===== config.mk =====
export PLATFORM = sky130hd
export DESIGN_NAME = byte_signature_hit_counter_core
export DESIGN_NICKNAME = d
export VERILOG_FILES = /design/src/bshc_pkg.sv /design/src/bshc_fifo.sv /design/src/bshc_front.sv /design/src/bshc_back.sv /design/src/byte_signature_hit_counter_core.sv
export SDC_FILE = /design/constraint.sdc
export NUM_CORES = 1
export LEC_CHECK = 0
export ABC_AREA = 1
export BUFFER_PORTS_ARGS = -buffer_cell sky130_fd_sc_hd__buf_2
export CAP_MARGIN = 20
export CORE_ASPECT_RATIO = 1.75
export CORE_MARGIN = 2
export CORE_UTILIZATION = 25
export CTS_CLUSTER_SIZE = 10
export DETAILED_ROUTE_END_ITERATION = 7
export SETUP_SLACK_MARGIN = 0.5
export SYNTH_ARGS = -nofsm -noshare
export SYNTH_HDL_FRONTEND = slang
export SYNTH_SLANG_ARGS = --single-unit
export TNS_END_PERCENT = 50

===== constraint.sdc =====
create_clock -name clk -period 5.27 [get_ports clk]
set_input_delay 0 -clock clk [delete_from_list [all_inputs] [get_ports clk]]
set_output_delay 0 -clock clk [all_outputs]
set_load 0.02 [all_outputs]

===== src/bshc_pkg.sv =====
// Shared types and constants for the byte signature hit counter.
// No dependencies; the front, the back and the core use it by scoped names.
`default_nettype none

package bshc_pkg;

	localparam int SIG_BITS     = 64;
	localparam int SIG_LEN_BITS = 4;
	localparam int COUNT_BITS   = 8;
	localparam int CFG_IDX_BITS = 2;

	typedef enum logic [CFG_IDX_BITS-1:0] {
		CFG_SIG_BYTES = 2'd0,
		CFG_SIG_LEN   = 2'd1,
		CFG_MIN_HITS  = 2'd2
	} cfg_index_t;

	typedef struct packed {
		logic [7:0] data_byte;
		logic       last_byte;
	} in_item_t;

	typedef struct packed {
		logic                  found;
		logic [COUNT_BITS-1:0] hit_count;
	} out_item_t;

	// Classification handed from the front to the back.
	typedef struct packed {
		logic hit;
		logic last;
	} class_t;

	// Active configuration, length already clamped to the legal range.
	typedef struct packed {
		logic [SIG_BITS-1:0]     sig_bytes;
		logic [SIG_LEN_BITS-1:0] used_len;
		logic [COUNT_BITS-1:0]   min_hits;
	} cfg_t;

endpackage

`default_nettype wire


===== src/bshc_fifo.sv =====
// Small flip-flop queue with registered occupancy, push and pop in the same cycle.
// Depends on nothing; used between front and back and on the result side.
`default_nettype none

module bshc_fifo #(
	parameter int WIDTH = 2,
	parameter int DEPTH = 2
) (
	input  wire logic             clk,
	input  wire logic             arst_n,
	input  wire logic             push,
	input  wire logic [WIDTH-1:0] wr_data,
	output logic                  full,
	input  wire logic             pop,
	output logic      [WIDTH-1:0] rd_data,
	output logic                  empty
);

	localparam int PW = (DEPTH > 1) ? $clog2(DEPTH) : 1;
	localparam int CW = $clog2(DEPTH + 1);

	logic [WIDTH-1:0] mem_q [DEPTH];
	logic [PW-1:0]    wr_ptr_q;
	logic [PW-1:0]    rd_ptr_q;
	logic [CW-1:0]    count_q;
	logic             push_ok;
	logic             pop_ok;

	assign full    = (count_q == CW'(DEPTH));
	assign empty   = (count_q == '0);
	assign push_ok = push && !full;
	assign pop_ok  = pop && !empty;
	assign rd_data = mem_q[rd_ptr_q];

	always_ff @(posedge clk) begin
		if (push_ok) begin
			mem_q[wr_ptr_q] <= wr_data;
		end
	end

	always_ff @(posedge clk or negedge arst_n) begin
		if (!arst_n) begin
			wr_ptr_q <= '0;
			rd_ptr_q <= '0;
			count_q  <= '0;
		end else begin
			if (push_ok) begin
				wr_ptr_q <= (wr_ptr_q == PW'(DEPTH - 1)) ? '0 : wr_ptr_q + 1'b1;
			end
			if (pop_ok) begin
				rd_ptr_q <= (rd_ptr_q == PW'(DEPTH - 1)) ? '0 : rd_ptr_q + 1'b1;
			end
			if (push_ok && !pop_ok) begin
				count_q <= count_q + 1'b1;
			end else if (pop_ok && !push_ok) begin
				count_q <= count_q - 1'b1;
			end
		end
	end

	a_count_range: assert property (@(posedge clk) disable iff (!arst_n)
		count_q <= CW'(DEPTH))
		else $error("queue occupancy above depth");

	a_count_up: assert property (@(posedge clk) disable iff (!arst_n)
		(push_ok && !pop_ok) |=> (count_q == $past(count_q) + 1'b1))
		else $error("queue occupancy did not grow on push");

	a_count_down: assert property (@(posedge clk) disable iff (!arst_n)
		(pop_ok && !push_ok) |=> (count_q == $past(count_q) - 1'b1))
		else $error("queue occupancy did not shrink on pop");

endmodule

`default_nettype wire


===== src/bshc_front.sv =====
// Front of the hit counter: keeps the recent byte window and fill level and
// marks each byte as a signature hit or not. Depends on bshc_pkg.
`default_nettype none

module bshc_front #(
	parameter int MAX_SIG_BYTES = 8
) (
	input  wire logic              clk,
	input  wire logic              arst_n,
	input  wire logic              take,
	input  wire bshc_pkg::in_item_t item,
	input  wire bshc_pkg::cfg_t     cfg,
	output bshc_pkg::class_t       cls
);

	localparam int WIN_BITS  = (MAX_SIG_BYTES > 1) ? 8 * (MAX_SIG_BYTES - 1) : 8;
	localparam int FULL_BITS = WIN_BITS + 8;
	localparam int FILL_W    = $clog2(MAX_SIG_BYTES + 1);

	logic [WIN_BITS-1:0]  window_q;
	logic [FILL_W-1:0]    fill_q;
	logic [FILL_W-1:0]    fill_next;
	logic [FULL_BITS-1:0] full_w;
	logic [bshc_pkg::SIG_LEN_BITS-1:0] pos;
	logic [7:0]           have;
	logic                 match;

	assign fill_next = (fill_q < FILL_W'(MAX_SIG_BYTES)) ? fill_q + 1'b1 : fill_q;
	assign full_w    = {window_q, item.data_byte};

	// Signature byte k pairs with the window byte (len-1-k) places back.
	always_comb begin
		match = 1'b1;
		pos   = '0;
		have  = '0;
		for (int k = 0; k < MAX_SIG_BYTES; k++) begin
			pos  = cfg.used_len - 4'd1 - 4'(k);
			have = '0;
			for (int b = 0; b < MAX_SIG_BYTES; b++) begin
				if (pos == 4'(b)) begin
					have = full_w[8*b +: 8];
				end
			end
			if ((4'(k) < cfg.used_len) && (have != cfg.sig_bytes[8*k +: 8])) begin
				match = 1'b0;
			end
		end
		cls.hit  = match && (4'(fill_next) >= cfg.used_len);
		cls.last = item.last_byte;
	end

	always_ff @(posedge clk or negedge arst_n) begin
		if (!arst_n) begin
			window_q <= '0;
			fill_q   <= '0;
		end else if (take) begin
			if (item.last_byte) begin
				window_q <= '0;
				fill_q   <= '0;
			end else begin
				window_q <= full_w[WIN_BITS-1:0];
				fill_q   <= fill_next;
			end
		end
	end

endmodule

`default_nettype wire


===== src/bshc_back.sv =====
// Back of the hit counter: applies the skip after a hit, keeps the saturating
// count and forms the result on the last byte. Depends on bshc_pkg.
`default_nettype none

module bshc_back #(
	parameter int MAX_SIG_BYTES = 8
) (
	input  wire logic              clk,
	input  wire logic              arst_n,
	input  wire logic              take,
	input  wire bshc_pkg::class_t  cls,
	input  wire bshc_pkg::cfg_t    cfg,
	output logic                   res_push,
	output bshc_pkg::out_item_t    res
);

	localparam int SKIP_W = (MAX_SIG_BYTES > 1) ? $clog2(MAX_SIG_BYTES) : 1;

	logic [bshc_pkg::COUNT_BITS-1:0] count_q;
	logic [bshc_pkg::COUNT_BITS-1:0] count_n;
	logic [SKIP_W-1:0]               skip_q;
	logic [SKIP_W-1:0]               skip_n;

	always_comb begin
		count_n = count_q;
		skip_n  = skip_q;
		if (skip_q != '0) begin
			skip_n = skip_q - 1'b1;
		end else if (cls.hit) begin
			if (count_q != '1) begin
				count_n = count_q + 1'b1;
			end
			skip_n = SKIP_W'(cfg.used_len - 4'd1);
		end
		res.hit_count = count_n;
		res.found     = (count_n >= cfg.min_hits);
		res_push      = take && cls.last;
	end

	always_ff @(posedge clk or negedge arst_n) begin
		if (!arst_n) begin
			count_q <= '0;
			skip_q  <= '0;
		end else if (take) begin
			if (cls.last) begin
				count_q <= '0;
				skip_q  <= '0;
			end else begin
				count_q <= count_n;
				skip_q  <= skip_n;
			end
		end
	end

	a_clear_on_last: assert property (@(posedge clk) disable iff (!arst_n)
		(take && cls.last) |=> (count_q == '0 && skip_q == '0))
		else $error("scan state not cleared after last byte");

	a_skip_blocks_count: assert property (@(posedge clk) disable iff (!arst_n)
		(take && !cls.last && skip_q != '0) |=>
		(count_q == $past(count_q) && skip_q == $past(skip_q) - 1'b1))
		else $error("count moved while skipping matched bytes");

	a_hold_when_idle: assert property (@(posedge clk) disable iff (!arst_n)
		!take |=> ($stable(count_q) && $stable(skip_q)))
		else $error("back state moved without a transaction");

endmodule

`default_nettype wire


===== src/byte_signature_hit_counter_core.sv =====
// Byte signature hit counter: counts non-overlapping signature hits in a byte stream.
// Throughput one byte per cycle unless the front-to-back queue is full, set by the
// parallel window compare in the front; results leave through the result queue.
// Reset (arst_n low, asynchronous) clears queues and scan state and restores the
// registers: signature 0, length 1, minimum hits 1. Depends on bshc_pkg, bshc_fifo,
// bshc_front and bshc_back.
`default_nettype none

module byte_signature_hit_counter_core #(
	parameter int MAX_SIG_BYTES = 8
) (
	input  wire logic                                clk,
	input  wire logic                                arst_n,
	// input queue side
	input  wire logic                                push,
	input  wire bshc_pkg::in_item_t                  data,
	output logic                                     full,
	// result queue side
	input  wire logic                                pop,
	output bshc_pkg::out_item_t                      result,
	output logic                                     empty,
	// configuration write channel
	input  wire logic                                cfg_valid,
	output logic                                     cfg_ready,
	input  wire logic [bshc_pkg::CFG_IDX_BITS-1:0]   cfg_index,
	input  wire logic [bshc_pkg::SIG_BITS-1:0]       cfg_data
);

	localparam int CLS_W = $bits(bshc_pkg::class_t);
	localparam int RES_W = $bits(bshc_pkg::out_item_t);

	// Configuration registers.
	logic [bshc_pkg::SIG_BITS-1:0]     sig_q;
	logic [bshc_pkg::SIG_LEN_BITS-1:0] len_q;
	logic [bshc_pkg::COUNT_BITS-1:0]   min_hits_q;
	bshc_pkg::cfg_t                    cfg;

	// Front to back queue.
	bshc_pkg::class_t  cls_front;
	bshc_pkg::class_t  cls_back;
	logic [CLS_W-1:0]  cls_rd;
	logic              mid_full;
	logic              mid_empty;
	logic              in_take;
	logic              back_take;

	// Back to result queue.
	bshc_pkg::out_item_t res_back;
	logic                res_push;
	logic                out_full;
	logic [RES_W-1:0]    res_rd;

	// Configuration writes are always accepted: the channel never stalls.
	assign cfg_ready = 1'b1;

	always_ff @(posedge clk or negedge arst_n) begin
		if (!arst_n) begin
			sig_q      <= '0;
			len_q      <= 4'd1;
			min_hits_q <= 8'd1;
		end else if (cfg_valid && cfg_ready) begin
			case (cfg_index)
				bshc_pkg::CFG_SIG_BYTES: sig_q      <= cfg_data;
				bshc_pkg::CFG_SIG_LEN:   len_q      <= cfg_data[bshc_pkg::SIG_LEN_BITS-1:0];
				bshc_pkg::CFG_MIN_HITS:  min_hits_q <= cfg_data[bshc_pkg::COUNT_BITS-1:0];
				default: ;
			endcase
		end
	end

	// Clamp the length: zero acts as one, anything past the window as the maximum.
	always_comb begin
		cfg.sig_bytes = sig_q;
		cfg.min_hits  = min_hits_q;
		if (len_q == '0) begin
			cfg.used_len = 4'd1;
		end else if (len_q > 4'(MAX_SIG_BYTES)) begin
			cfg.used_len = 4'(MAX_SIG_BYTES);
		end else begin
			cfg.used_len = len_q;
		end
	end

	// Accept a byte whenever the classification queue has room; the back
	// drains it whenever the result queue has room, so a waiting result
	// never stalls the byte stream until both queues fill.
	assign full      = mid_full;
	assign in_take   = push && !mid_full;
	assign back_take = !mid_empty && !out_full;
	assign cls_back  = bshc_pkg::class_t'(cls_rd);

	bshc_front #(
		.MAX_SIG_BYTES(MAX_SIG_BYTES)
	) u_front (
		.clk   (clk),
		.arst_n(arst_n),
		.take  (in_take),
		.item  (data),
		.cfg   (cfg),
		.cls   (cls_front)
	);

	bshc_fifo #(
		.WIDTH(CLS_W),
		.DEPTH(2)
	) u_mid_fifo (
		.clk    (clk),
		.arst_n (arst_n),
		.push   (in_take),
		.wr_data(cls_front),
		.full   (mid_full),
		.pop    (back_take),
		.rd_data(cls_rd),
		.empty  (mid_empty)
	);

	bshc_back #(
		.MAX_SIG_BYTES(MAX_SIG_BYTES)
	) u_back (
		.clk     (clk),
		.arst_n  (arst_n),
		.take    (back_take),
		.cls     (cls_back),
		.cfg     (cfg),
		.res_push(res_push),
		.res     (res_back)
	);

	// Hold finished results until the consumer pops them.
	bshc_fifo #(
		.WIDTH(RES_W),
		.DEPTH(2)
	) u_out_fifo (
		.clk    (clk),
		.arst_n (arst_n),
		.push   (res_push),
		.wr_data(res_back),
		.full   (out_full),
		.pop    (pop),
		.rd_data(res_rd),
		.empty  (empty)
	);

	assign result = bshc_pkg::out_item_t'(res_rd);

endmodule

`default_nettype wire

==> results.md, run 1 <==
Floorplan:
- The die covers 58,800 um^2.
- From left edge to right edge, the die measures 184 um.
- The floorplan has 115 rows.
- The effective utilization at floorplan is 25.3%.
- From bottom edge to top edge, the die measures 319 um.
- The core box area is 56,100 um^2.
- In this run the count of I/O pins placed on the die edge is 92.

Critical path:
- The worst-case reg-to-reg path depth is 25.
- The startpoint type of the worst setup path is a flip-flop.
- At the worst endpoint, the required time is 5.57 ns.
- The critical path capture point type is a flip-flop.
- The most critical setup path has its startpoint at len_q[3].
- The reg2reg setup slack is 0.83 ns.
- Following the worst setup path forward leads to its endpoint at u_mid_fifo.mem_q[1][1].
- The worst setup path is of the reg2reg kind.
- The startpoint identified for the worst register-to-register timing path is len_q[3].
- The worst register-to-register path ends at u_mid_fifo.mem_q[1][1].
- In this run the worst path has a maximum fanout of 10.
- The arrival time of data at the critical path endpoint is 4.74 ns.

Clocking:
- The H-tree depth reported by CTS is 4.
- After clock tree synthesis, the clock-pin slew on the worst setup and hold paths is 0.08 ns.
- Counting the buffers created by CTS gives 17.
- For this design, the sink count on the clock tree is 177.
- In this run the deepest clock path goes through 2 buffers.
- Clock latency on the worst-skew pair, taken at its later pin, is 0.48 ns.
- The CTS tree is built.
- The master cell of the clock root buffer is clkbuf_16.

Synth:
- In this run, synthesis produced a sequential element count of 177.
- In the synthesized netlist the dominant register cell turns out to be dfrtp_1.
- The share of synthesized flip-flops with an asynchronous set or reset is 87.6%.
- The top cell type's share of synthesized area is 27.0%.
- Ranked by total cell area, the synthesized netlist is headed by dfrtp_1 (27%), nand2_1 (19%), inv_1 (7.6%).
- The number of warnings printed during yosys synthesis is 0.
- In this run, synthesis inferred 22 flip-flops with an integrated enable.
- The netlist uses 48 different library cells.
- Each instance of the synthesized netlist takes up on average 6.32 um^2.
- The synthesized netlist occupies a cell area of 14,200 um^2.
- Summing the sequential cell areas from Yosys gives 32.0% of the chip area.
- When the netlist entered floorplanning its net count stood at 2,354.
- The leading area contributor after synthesis is dfrtp_1.
- The number of standard cells after synthesis is 2,246.

STA:
- The max-slew violation count is 0.
- For the final routed database, the setup TNS stands at 0 ns.
- The final-report hold violation count is 0.
- Final hold analysis gives a worst-case slack of 0.0182 ns.
- The final period utilization is 84.2%.
- Measured against its own limit, the worst slew margin works out to 39.5%.
- The clock period minus final worst setup slack is 4.44 ns.
- Setup repair after global routing left no endpoint under its margin.
- Derived from the worst setup path, the maximum achievable clock frequency is 0.225 GHz.
- The final setup slack of the worst path is 0.833 ns.
- Setup violations remaining at the end of the flow were counted as 0.
- The final setup skew is 0.0155 ns.
- The measured slew at the worst slew-check pin is 0.908 ns.

Route:
- For this run, design rule violations remaining after detail routing come to 0.
- The iteration count of the initial detailed-routing pass is 6.
- The final route contains 15.9k vias.
- Summed over all layers, the routed wires come to 67.2 mm.
- The first routing iteration left 1,405 violations.
- In the routed layout, each cell is associated on average with a via count of 5.18.
- The detailed-route wire length per cell is 21.8 um.
- The remaining antenna violation count is 0.

Run:
- The number of violations of the max-capacitance limit is 0.

Power:
- The ratio of total power to cell area is 450 nW/um^2.
- The largest vdd supply drop is 0.000197 V.
- The overall power consumption is 7.53 mW.
- The cell leakage power is 8.00 nW.

Global route:
- The initial antenna violation count is 0.
- The overall overflow remaining after global route is 0.
- The wire length of the first global-routing pass is 99.6 mm.
- Entering global routing, the biggest net connects 114 pins.
- The number of global-route vias before repair was 15.6k.
- Global routing used 23.0% of the available tracks.

Worst hold path:
- The min-delay analysis places its worst path in the category in2async.

Finish:
- The number of antenna diodes in the final layout is 0.
- Cells fill 29.8% of the core in the end.
- The final layout contains 2,470 nets.
- The growth of design area from synthesis to finish is 17.9%.
- In the final layout, the share of cells above drive strength 1 is 9.73%.

Placed design:
- The congestion estimate from routability-driven global placement came to 1.05.
- The post-placement worst setup slack is 0.917 ns.
- The placed wire-length estimate is 51.4 mm.
- Input and output buffers added on the ports amount to 90.

Status:
- The flow ran to the end, and the final reports show no timing, DRC or antenna violations.
how the worst min path moves through the flow:
stage	startpoint	to	slack (ns)	depth (start not counted)
detailed placement	arst_n	sig_q[32]	-0.03	1
floorplan	arst_n	len_q[1]	-0.30	0
global route	data[3]	u_front.window_q[2]	0.03	3
global placement	arst_n	sig_q[38]	-0.03	1
finish	arst_n	sig_q[32]	0.02	2
CTS	data[7]	u_front.window_q[6]	0.006	3
final cells by class:
| class | count | area (um^2) |
|---|---|---|
| clock inverters | 15 | 168 |
| fillers | 6284 | 39400 |
| repair buffers | 194 | 1440 |
| well taps | 702 | 878 |
| multi-input cells | 1669 | 8140 |
| flip-flops and latches | 177 | 4540 |
| inverters | 303 | 1140 |
| clock buffers | 17 | 425 |
placed cells by master, fill, tap and decap left out, drive strengths merged, types with 51 or more instances in the layout:
cell,Yosys,layout
inv,298,304
nand4,51,51
o21ai,163,163
a21oi,192,192
nand3,186,186
nor2,160,160
buf,34,123
o22ai,72,72
nand2,728,728
dlygate4sd3,0,71
dfrtp,153,153
sequential cells by signal, summed over array words and instances (netlist names):
register and cells:
sig_q 64, u_front.window_q 56, u_out_fifo.mem_q 18, min_hits_q 8, u_back.count_q 8, len_q 4, u_front.fill_q 4, u_mid_fifo.mem_q 4
u_back.skip_q 3, u_mid_fifo.count_q 2, u_out_fifo.count_q 2, u_mid_fifo.rd_ptr_q 1, u_mid_fifo.wr_ptr_q 1, u_out_fifo.rd_ptr_q 1, u_out_fifo.wr_ptr_q 1
where the power goes:
| group | total, mW | switching [mW] | internal [mW] | leakage, nW |
|---|---|---|---|---|
| sequential | 2.07 | 0.386 | 1.69 | 2.14 |
| combinational | 4.11 | 2.90 | 1.21 | 5.59 |
| clock | 1.35 | 0.708 | 0.638 | 0.279 |
| total | 7.53 | 3.99 | 3.54 | 8.00 |
repair_timing:
item,CTS,global route
hold buffers,71,0
hold endpoints to repair,129,0
resized for setup,0,9
setup buffers,0,4
endpoints found under the setup margin,0,2
worst max-delay path, cell delays in order, from the launching register on:
cell,delay (ns)
dfrtp_1,0.44
nor2_1,0.29
inv_1,0.20
ha_1,0.29
inv_1,0.08
nor2_1,0.07
a21oi_4,0.33
nand2_2,0.23
nor2_2,0.42
buf_4,0.27
nand2_1,0.06
nand3_1,0.09
nand2_1,0.07
nand3_1,0.09
nand2_1,0.08
nand2_1,0.11
nand2_1,0.06
nand2_1,0.05
nand2_1,0.04
inv_1,0.05
nand2_1,0.04
nor2_1,0.09
nand2_1,0.23
a21oi_1,0.26
nand4_1,0.12
nor2_1,0.18
kinds of logic (layout without fill, tap and decap cells):
group,count (synthesis),after routing,share of synthesized area (%)
fa+ha+maj,28,28,2.47
simple gates,1162,1162,35.3
mux,14,14,1.11
compound gates,447,447,16.9
flops,177,177,32.0
xor+xnor,17,17,1.18
other cells,1,1,0.0264
buf+inv,400,529,11.0
cells in the mapped netlist (3+ instances only):
cell type  count
nand2_1      715
inv_1        289
a21oi_1      191
nand3_1      183
o21ai_0      160
dfrtp_1      153
nor2_1       142
o22ai_1       72
clkbuf_1      62
nand4_1       50
ha_1          28
nand3b_1      23
edfxtp_1      22
buf_2         18
mux2_2        14
xor2_1        14
nor2_2        10
nand2_2        9
o21a_1         9
buf_4          8
inv_2          8
nor2_4         8
nor3_1         8
buf_1          7
clkinv_1       5
nand2_4        4
o211ai_1       4
o21bai_1       4
or2_2          3
stage by stage:
step	instances	instance area, um^2
3_3_place_gp	2970	15300
6_report	3077	16700
3_5_place_dp	2970	15300
4_1_cts	3073	16700
5_1_grt	3077	16700
2_1_floorplan	2246	14200
per-layer routing:
metal	wire length, um	GRT usage [%]
met1	23900	23.4
met3	3060	2.93
met2	33400	40.9
met4	6810	20.1
met5	0	0
Note: power is estimated with default switching activity, not from simulation.
==> run 2: changes to the inputs <==
==> constraint.sdc (replaced) <==
create_clock -name clk -period 3.6 [get_ports clk]
set_input_delay 0 -clock clk [delete_from_list [all_inputs] [get_ports clk]]
set_output_delay 0 -clock clk [all_outputs]
set_load 0.02 [all_outputs]
==> run 2 against run 1 <==
  * Clock power rose by 52%
  * Largest power group unchanged
  * Via count up 2.3%
  * Critical endpoint unchanged
  * Setup slack lost 0.77 ns
  * Fmax rose by 25%
  * Clock skew rose by 0.0049 ns
  * Worst hold slack got worse by 0.013 ns
==> results.md, run 2 (synthesis results as in run 1) <==
Finish:
- Leaving out fill and tap cells, the most frequent cells in the layout are nand2_1 (666), inv_1 (274), a21oi_1 (184).
- The cell area after layout is 18,600 um^2.
- The diode insertion count for antenna repair is 0.
- The net total in the final layout is 2,606.
- The area growth from synthesis to layout is 30.8%.
- The most common library cell in the layout ignoring fill and taps is nand2_1.
- The largest register by flop count is sig_q.
- The largest registers in the layout are sig_q (64), u_front.window_q (56), u_out_fifo.mem_q (18).
- The register with the most flip-flops in the layout has 64 of them.
- Of the cells placed in the final design, the portion with a size suffix greater than 1 is 19.0%.

Placed design:
- The placed wire-length estimate is 52.7 mm.
- In this run the cell area measured after placement is 16,500 um^2.
- During placement, the flow inserted port buffers numbering 90.
- The congestion estimate from routability-driven global placement came to 1.04.

Floorplan:
- The core region is 56,100 um^2.
- The area enclosed by the die boundary is 58,800 um^2.
- For this configuration, the core starts out at a cell density of 25.3%.
- 92 I/O pins were placed.
- The die is 184 um wide.
- The die height is 319 um.
- Row generation in the floorplan step produced 115 rows.

STA:
- In this run the tightest slew margin relative to its limit is 41.8%.
- Derived from the worst setup path, the maximum achievable clock frequency is 0.283 GHz.
- The final setup violation count is 0.
- At the pin with the least slew margin, the transition time is 0.874 ns.
- The worst path in the final design needs a cycle of 3.54 ns, including I/O delays and setup.
- The final critical path takes up 98.3% of the cycle.
- The max-slew violation count is 0.
- The final setup skew is 0.0203 ns.
- The final-report hold violation count is 0.
- Setup repair after global routing could not meet its margin everywhere.

Route:
- For this block, the routed nets add up to 68.4 mm of wire.
- After detailed routing, the number of vias per cell comes to 5.07.
- The detailed-route DRC error count is 0.
- In this run the remaining antenna-violating nets after routing total 0.
- The number of vias after detailed routing is 16.3k.
- The iteration count of the initial detailed-routing pass is 5.
- Dividing the detail-routed wire length by the instance count gives 21.3 um.
- The DRC marker count from the first detailed-route iteration is 1,416.

Clocking:
- The clock insertion delay at the later pin of the skew report is 0.49 ns.
- The clock sink count is 177.
- Clock-pin slew was measured on the worst setup and hold paths at 0.07 ns.
- The tree is rooted in a clkbuf_16.
- The longest clock path from root to sink contains 2 buffers.
- The CTS tree is built.
- The number of clock buffers added by TritonCTS is 17.
- The H-tree depth reported by CTS is 4.

Power:
- Net switching is 50.6% of the power.
- The switching power total is 6.12 mW.
- The relative contribution of combinational cells to total power is 58.1%.
- The cell leakage power is 8.83 nW.
- Total power for the finished layout comes to 12.1 mW.
- The part of the power in registers is 24.9%.
- IR analysis of the VDD net gives a maximum drop of 0.000354 V.
- The internal power contribution is 5.98 mW.
- Per report_power, the clock group accounts for 17.0% of the total.
- The ratio of total power to cell area is 652 nW/um^2.

Critical path:
- The worst setup path is of the reg2reg kind.
- The slowest cell on the critical path is dfstp_2.
- In this design, the stage delay of the slowest critical-path cell is 0.54 ns.
- The combined buffer and inverter count along the critical path is 6.
- The maximum fanout along the worst path is 7.
- The gate family responsible for the most delay along the worst path is simple AND/OR/NAND/NOR gates.
- STA classifies the critical path endpoint as a flip-flop.
- STA puts the critical path data required time at 3.94 ns.
- STA puts the critical path data arrival time at 3.87 ns.
- The most repeated library cell on the critical path is nand2_1.
- The startpoint type of the worst setup path is a flip-flop.

Global route:
- In the global route stage, overall resource usage came out at 23.3%.
- Entering global routing, the biggest net connects 80 pins.
- The wire length of the first global-routing pass is 99.8 mm.
- The initial antenna violation count was 0.
- Global routing finished with a remaining overflow of 0.
- The number of global-route vias before repair came to 15.5k.

Worst hold path:
- The path class of the tightest hold or removal check is in2reg.

Status:
- The run finished with clean final reports.

Run:
- The number of violations of the max-capacitance limit is 0.
==> run 2: changes by cell type in the layout (fill, tap and decap cells not counted), sizes merged <==
| cell | previous run | this run |
|---|---|---|
| buf | 123 | 253 |
| dlygate4sd3 | 71 | 76 |
| clkinvlp | 4 | 1 |
| inv | 304 | 307 |
| bufinv | 0 | 2 |
| clkinv | 10 | 8 |
| nor2 | 160 | 161 |
==> run 2: final cells by class <==
type | instances | area (um^2)
fill | 6212 | 37500
multi-input combinational | 1670 | 8660
sequential | 177 | 4540
timing repair buffer | 329 | 2720
inverter | 303 | 1150
tap | 702 | 878
clock buffer | 17 | 425
clock inverter | 15 | 186
==> run 2: stage by stage <==
stage | instances | hold WS [ns] | TNS [ns] | utilization (%) | worst slack, ns
floorplan | 2246 | -0.296 | 0 | - | 0.299
global placement | 3078 | 0.108 | -0.0434 | 29.4 | -0.0217
detailed placement | 3078 | 0.112 | -0.117 | 29.4 | -0.0583
CTS | 3204 | 0.00324 | 0 | 32.4 | 0.0956
global route | 3213 | 0.0363 | -0.270 | 33.1 | -0.135
finish | 3213 | 0.00495 | 0 | 33.1 | 0.0625
==> run 2: per-layer routing <==
metal / vias up / wire (um) / GRT usage (%)
li1: 7805 / - / -
met1: 7491 / 23300 / 22.9
met2: 707 / 34200 / 40.7
met3: 286 / 3370 / 3.37
met4: 0 / 7490 / 23.3
met5: - / 0 / 0
==> run 2: tightest hold or removal path, delay by kind of cell <==
| family | cells | cell delay [ns] |
|---|---|---|
| AND/OR/NAND/NOR | 1 | 0.21 |
| buffers and inverters | 1 | 0.13 |
| AO/OA/AOI/OAI | 1 | 0.10 |
==> run 2: worst paths after layout <==
kind                       cells after the start     startpoint                      to  slack [ns]
min in group asynchronous                      2         arst_n       u_back.count_q[0]        0.12
hold / removal                                 3      cfg_valid                len_q[2]       0.005
setup / recovery                              29       len_q[0]  u_mid_fifo.mem_q[1][1]        0.06
max in group asynchronous                      3         arst_n    u_front.window_q[26]        2.54
setup reg to reg                              29       len_q[0]  u_mid_fifo.mem_q[1][1]        0.06
hold reg to reg                                2  min_hits_q[3]           min_hits_q[3]        0.49
==> run 2: power by group through the flow <==
stage | clock network, mW | registers (mW) | logic [mW]
2_1_floorplan | 0 | 2.71 | 4.26
3_3_place_gp | 0 | 3.01 | 6.36
3_5_place_dp | 0 | 3.01 | 6.36
4_1_cts | 2.08 | 2.97 | 6.64
5_1_grt | 2.15 | 3.03 | 7.71
6_report | 2.05 | 3.01 | 7.03
==> run 2: timing repair <==
item / CTS / global route
resized for setup: 29 / 100
gates cloned: 1 / 1
buffers inserted: 17 / 8
setup endpoints to repair: 4 / 4
hold buffers: 76 / 0
hold endpoints to repair: 161 / 0
pin swaps: 27 / 43
==> run 3: changes to the inputs <==
--- a/config.mk
+++ b/config.mk
@@ -16,5 +16,6 @@
 export SETUP_SLACK_MARGIN = 0.5
 export SYNTH_ARGS = -nofsm -noshare
 export SYNTH_HDL_FRONTEND = slang
+export SYNTH_HIERARCHICAL = 1
 export SYNTH_SLANG_ARGS = --single-unit
 export TNS_END_PERCENT = 50
==> run 3 against run 2 <==
  * The run now ends with negative setup slack left
  * Utilization down 0.43 points
  * Critical endpoint is now u_mid_fifo/mem_q[0][1]
  * Clock-buffer cell count unchanged
  * Clock power down 2%
  * Critical path depth unchanged
==> results.md, run 3 <==
Status:
- The run finished, with violations left.
- The final reports fail on negative setup slack.

Floorplan:
- The number of top-level pins is 92.
- The total number of placement rows is 121.
- The core box area is 62,200 um^2.
- The area enclosed by the die boundary is 65,000 um^2.
- The die is 194 um wide.
- Once the floorplan was initialized, standard cells occupied 25.3% of the core.
- The floorplan step set the die height to 336 um.

Power:
- In this run the power density over the cells is 646 nW/um^2.
- The analysis attributes to net switching a power of 6.68 mW.
- The clock power share is 15.3%.
- The completed layout was analyzed and its total power is 13.1 mW.
- The relative contribution of combinational cells to total power is 62.2%.
- The cell leakage power is 9.98 nW.
- The largest vdd supply drop is 0.000310 V.
- Net switching is 50.9% of the power.
- The internal power contribution is 6.45 mW.
- The part of the power in registers is 22.4%.

Critical path:
- The maximum fanout along the worst path is 14.
- STA classifies the critical path endpoint as a flip-flop.
- The worst setup path is launched from a flip-flop.
- Among all stages on the critical path, the largest delay is contributed by dfstp_2.
- The number of cells on the worst reg-to-reg path is 29.
- The category of the critical setup timing path is reg2reg.
- The biggest cell delay along the critical path is 0.53 ns.
- STA puts the critical path data arrival time at 4.23 ns.
- By instance count, the cell type seen most on the critical path is nand2_1.
- Data on the critical path is required at its endpoint by 3.93 ns.

Clocking:
- The H-tree depth reported by CTS is 4.
- The clock sink count is 177.
- The master cell of the clock root buffer is clkbuf_16.
- The post-CTS clock slew at the launch and capture registers of the worst setup and hold paths is 0.08 ns.
- The CTS tree is built.
- In this run the deepest clock path goes through 2 buffers.
- The clock reaches the later pin of the worst-skew pair after 0.48 ns.
- Counting the buffers created by CTS gives 17.

Worst hold path:
- The tightest min-delay check is of the in2reg type.
- The worst hold path was traced through 3 stages.

Route:
- The final routed wirelength across all metal layers is 70.7 mm.
- The routed via count divided by cell count is 4.94.
- In the final routed layout, each cell accounts on average for 19.2 um.
- The remaining antenna violation count is 0.
- Before antenna repair, the detailed router went through 7 iterations.
- The number of vias after detailed routing is 18.2k.
- In the routed design, unresolved DRC markers number 0.
- The DRC marker count from the first detailed-route iteration is 1,541.

Global route:
- The overall overflow remaining after global route is 0.
- Entering global routing, the biggest net connects 85 pins.
- The wire length of the first global-routing pass is 104 mm.
- The number of global-route vias before repair is 17.3k.
- The initial antenna violation count is 0.
- Global routing used 21.1% of the available tracks across all layers.

Synth:
- The top cell type's share of synthesized area is 24.3%.
- The main combinational cell family by area after synthesis is simple AND/OR/NAND/NOR gates.
- When the netlist entered floorplanning its net count stood at 2,715.
- The post-synthesis cell type count is 46.
- The synthesized netlist devotes 11.3% of its cell area to compound gates.
- The commonest cells after synthesis are nand2_1 (935), inv_1 (424), nand3_1 (255).
- The most used standard cell by instance count after synthesis is nand2_1.
- The post-synthesis share of cell area spent on full adders, half adders and majority gates is 2.15%.
- The register bit total from synthesis is 177.
- The number of standard cells after synthesis is 2,608.
- The share of synthesized flip-flops with an asynchronous set or reset is 87.6%.
- For this run, the number of Yosys warnings is 6.
- The portion of synthesized area spent on multiplexers is 0%.
- The mapped netlist covers 15,700 um^2.
- The synthesized design contains 22 enable-type register cells.
- The leading area contributor after synthesis is dfrtp_1.
- The synthesized area divided by synthesized cell count is 6.03 um^2.
- The dominant register cell in the synthesized netlist is dfrtp_1.
- By area the synthesized netlist is led by dfrtp_1 (24%), nand2_1 (22%), inv_1 (10%).
- Summing the areas of all and, or, nand and nor instances in the mapped netlist gives 42.3% of the synthesized area.
- Of the total synthesized cell area, the portion taken by XOR and XNOR cells is 0.573%.
- The register area share after synthesis is 28.9%.

Finish:
- The count of fill cells added during filler insertion is 6,773.
- The most common library cell in the layout ignoring fill and taps is nand2_1.
- The largest registers in the layout are sig_q (64), u_front/window_q (56), u_out_fifo/mem_q (18).
- The register with the most flip-flops in the layout has 64 of them.
- The largest register by flop count is sig_q.
- The growth of design area from synthesis to finish is 29.2%.
- In the final layout, the share of cells above drive strength 1 is 16.5%.
- After the last flow step, the layout net total stands at 2,982.
- In the layout the commonest cells are nand2_1 (893), inv_1 (415), nand3_1 (240).
- The finished cells cover 20,300 um^2.
- The repair_antennas step left the layout with diodes totalling 0.

STA:
- The max-slew headroom at the worst pin is 38.2%.
- The final-report hold violation count is 0.
- Subtracting the final worst setup slack from the clock period gives 3.90 ns.
- The final setup violation count is 2.
- The max-slew violation count is 0.
- Setup repair after global routing could not meet its margin everywhere.
- Dividing the final minimum period by the clock period gives 108%.
- The final setup slack of the worst path is -0.298 ns.
- For the final database, setup skew stands at 0.0143 ns.
- Timing would allow up to 0.257 GHz.
- The measured slew at the worst slew-check pin is 0.927 ns.

Run:
- The number of violations of the max-capacitance limit is 0.

Placed design:
- Detailed placement finished with a half-perimeter wire length of 53.7 mm.
- The total cell area at the placement stage is 18,200 um^2.
- The count of buffers added on input and output ports is 90.
- The placer congestion estimate is 1.01.
==> run 3: cell type report <==
| type | instances | area (um^2) | area share (%) |
|---|---|---|---|
| Timing Repair Buffer | 371 | 3160 | 15.5 |
| Multi-Input combinational cell | 1864 | 9330 | 45.9 |
| Inverter | 444 | 1690 | 8.29 |
| Tap cell | 799 | 1000 | 4.92 |
| Clock buffer | 17 | 425 | 2.09 |
| Clock inverter | 15 | 181 | 0.893 |
| Sequential cell | 177 | 4540 | 22.3 |
==> run 3: stage by stage <==
stage | cells | TNS, ns | hold WS, ns | util [%] | setup slack, ns
global route | 3687 | -0.999 | 0.0401 | 32.7 | -0.500
global placement | 3543 | -0.962 | 0.135 | 29.2 | -0.481
CTS | 3666 | -0.553 | 0.0167 | 31.8 | -0.278
detailed placement | 3543 | -0.949 | 0.134 | 29.2 | -0.475
floorplan | 2608 | 0 | -0.296 | - | 0.215
finish | 3687 | -0.595 | 0.0324 | 32.7 | -0.298
==> run 3: final timing paths <==
path / start / endpoint / slack (ns)
max: len_q[0] / u_mid_fifo/mem_q[0][1] / -0.30
min in group asynchronous: arst_n / sig_q[49] / 0.13
min: data[2] / u_front/window_q[1] / 0.03
max reg2reg: len_q[0] / u_mid_fifo/mem_q[0][1] / -0.30
max in group asynchronous: arst_n / len_q[0] / 2.56
min reg2reg: len_q[0] / len_q[0] / 0.46
==> run 3: repair_timing <==
item | CTS | global route
setup buffers | 2 | 11
resized for setup | 19 | 99
endpoints found under the setup margin | 2 | 2
cloned | 2 | 10
pin swaps | 4 | 52
endpoints found under the hold margin | 171 | 0
hold buffers | 87 | 0
==> run 3: logic make-up after synthesis <==
logic type	after synthesis
flip-flops	177
AND/OR/NAND/NOR	1492
adder cells (fa/ha/maj)	27
XOR/XNOR	6
AO/OA/AOI/OAI	335
buffers and inverters	570
other	1
==> run 3: critical path: cells and delay by family, from the launching register on <==
kind                     cells  cell delay, ns
adder cells (fa/ha/maj)      1            0.17
AND/OR/NAND/NOR             20            1.86
buffers and inverters        6            0.91
AO/OA/AOI/OAI                2            0.26
flip-flops                   1            0.53
==> run 3: routing by layer <==
layer,vias up,part of all wire [%],GRT usage [%]
met5,-,0,0
met4,0,10,19.0
met3,313,4.8,2.73
met2,772,50,38.3
met1,8274,35,21.0
li1,8868,-,-
==> run 3: power groups by stage <==
stage	combinational, mW	clock (mW)	sequential, mW
6_report	8.18	2.01	2.94
5_1_grt	8.97	2.12	2.97
4_1_cts	7.45	2.05	2.92
3_5_place_dp	7.22	0	2.96
3_3_place_gp	7.18	0	2.96
2_1_floorplan	4.74	0	2.68
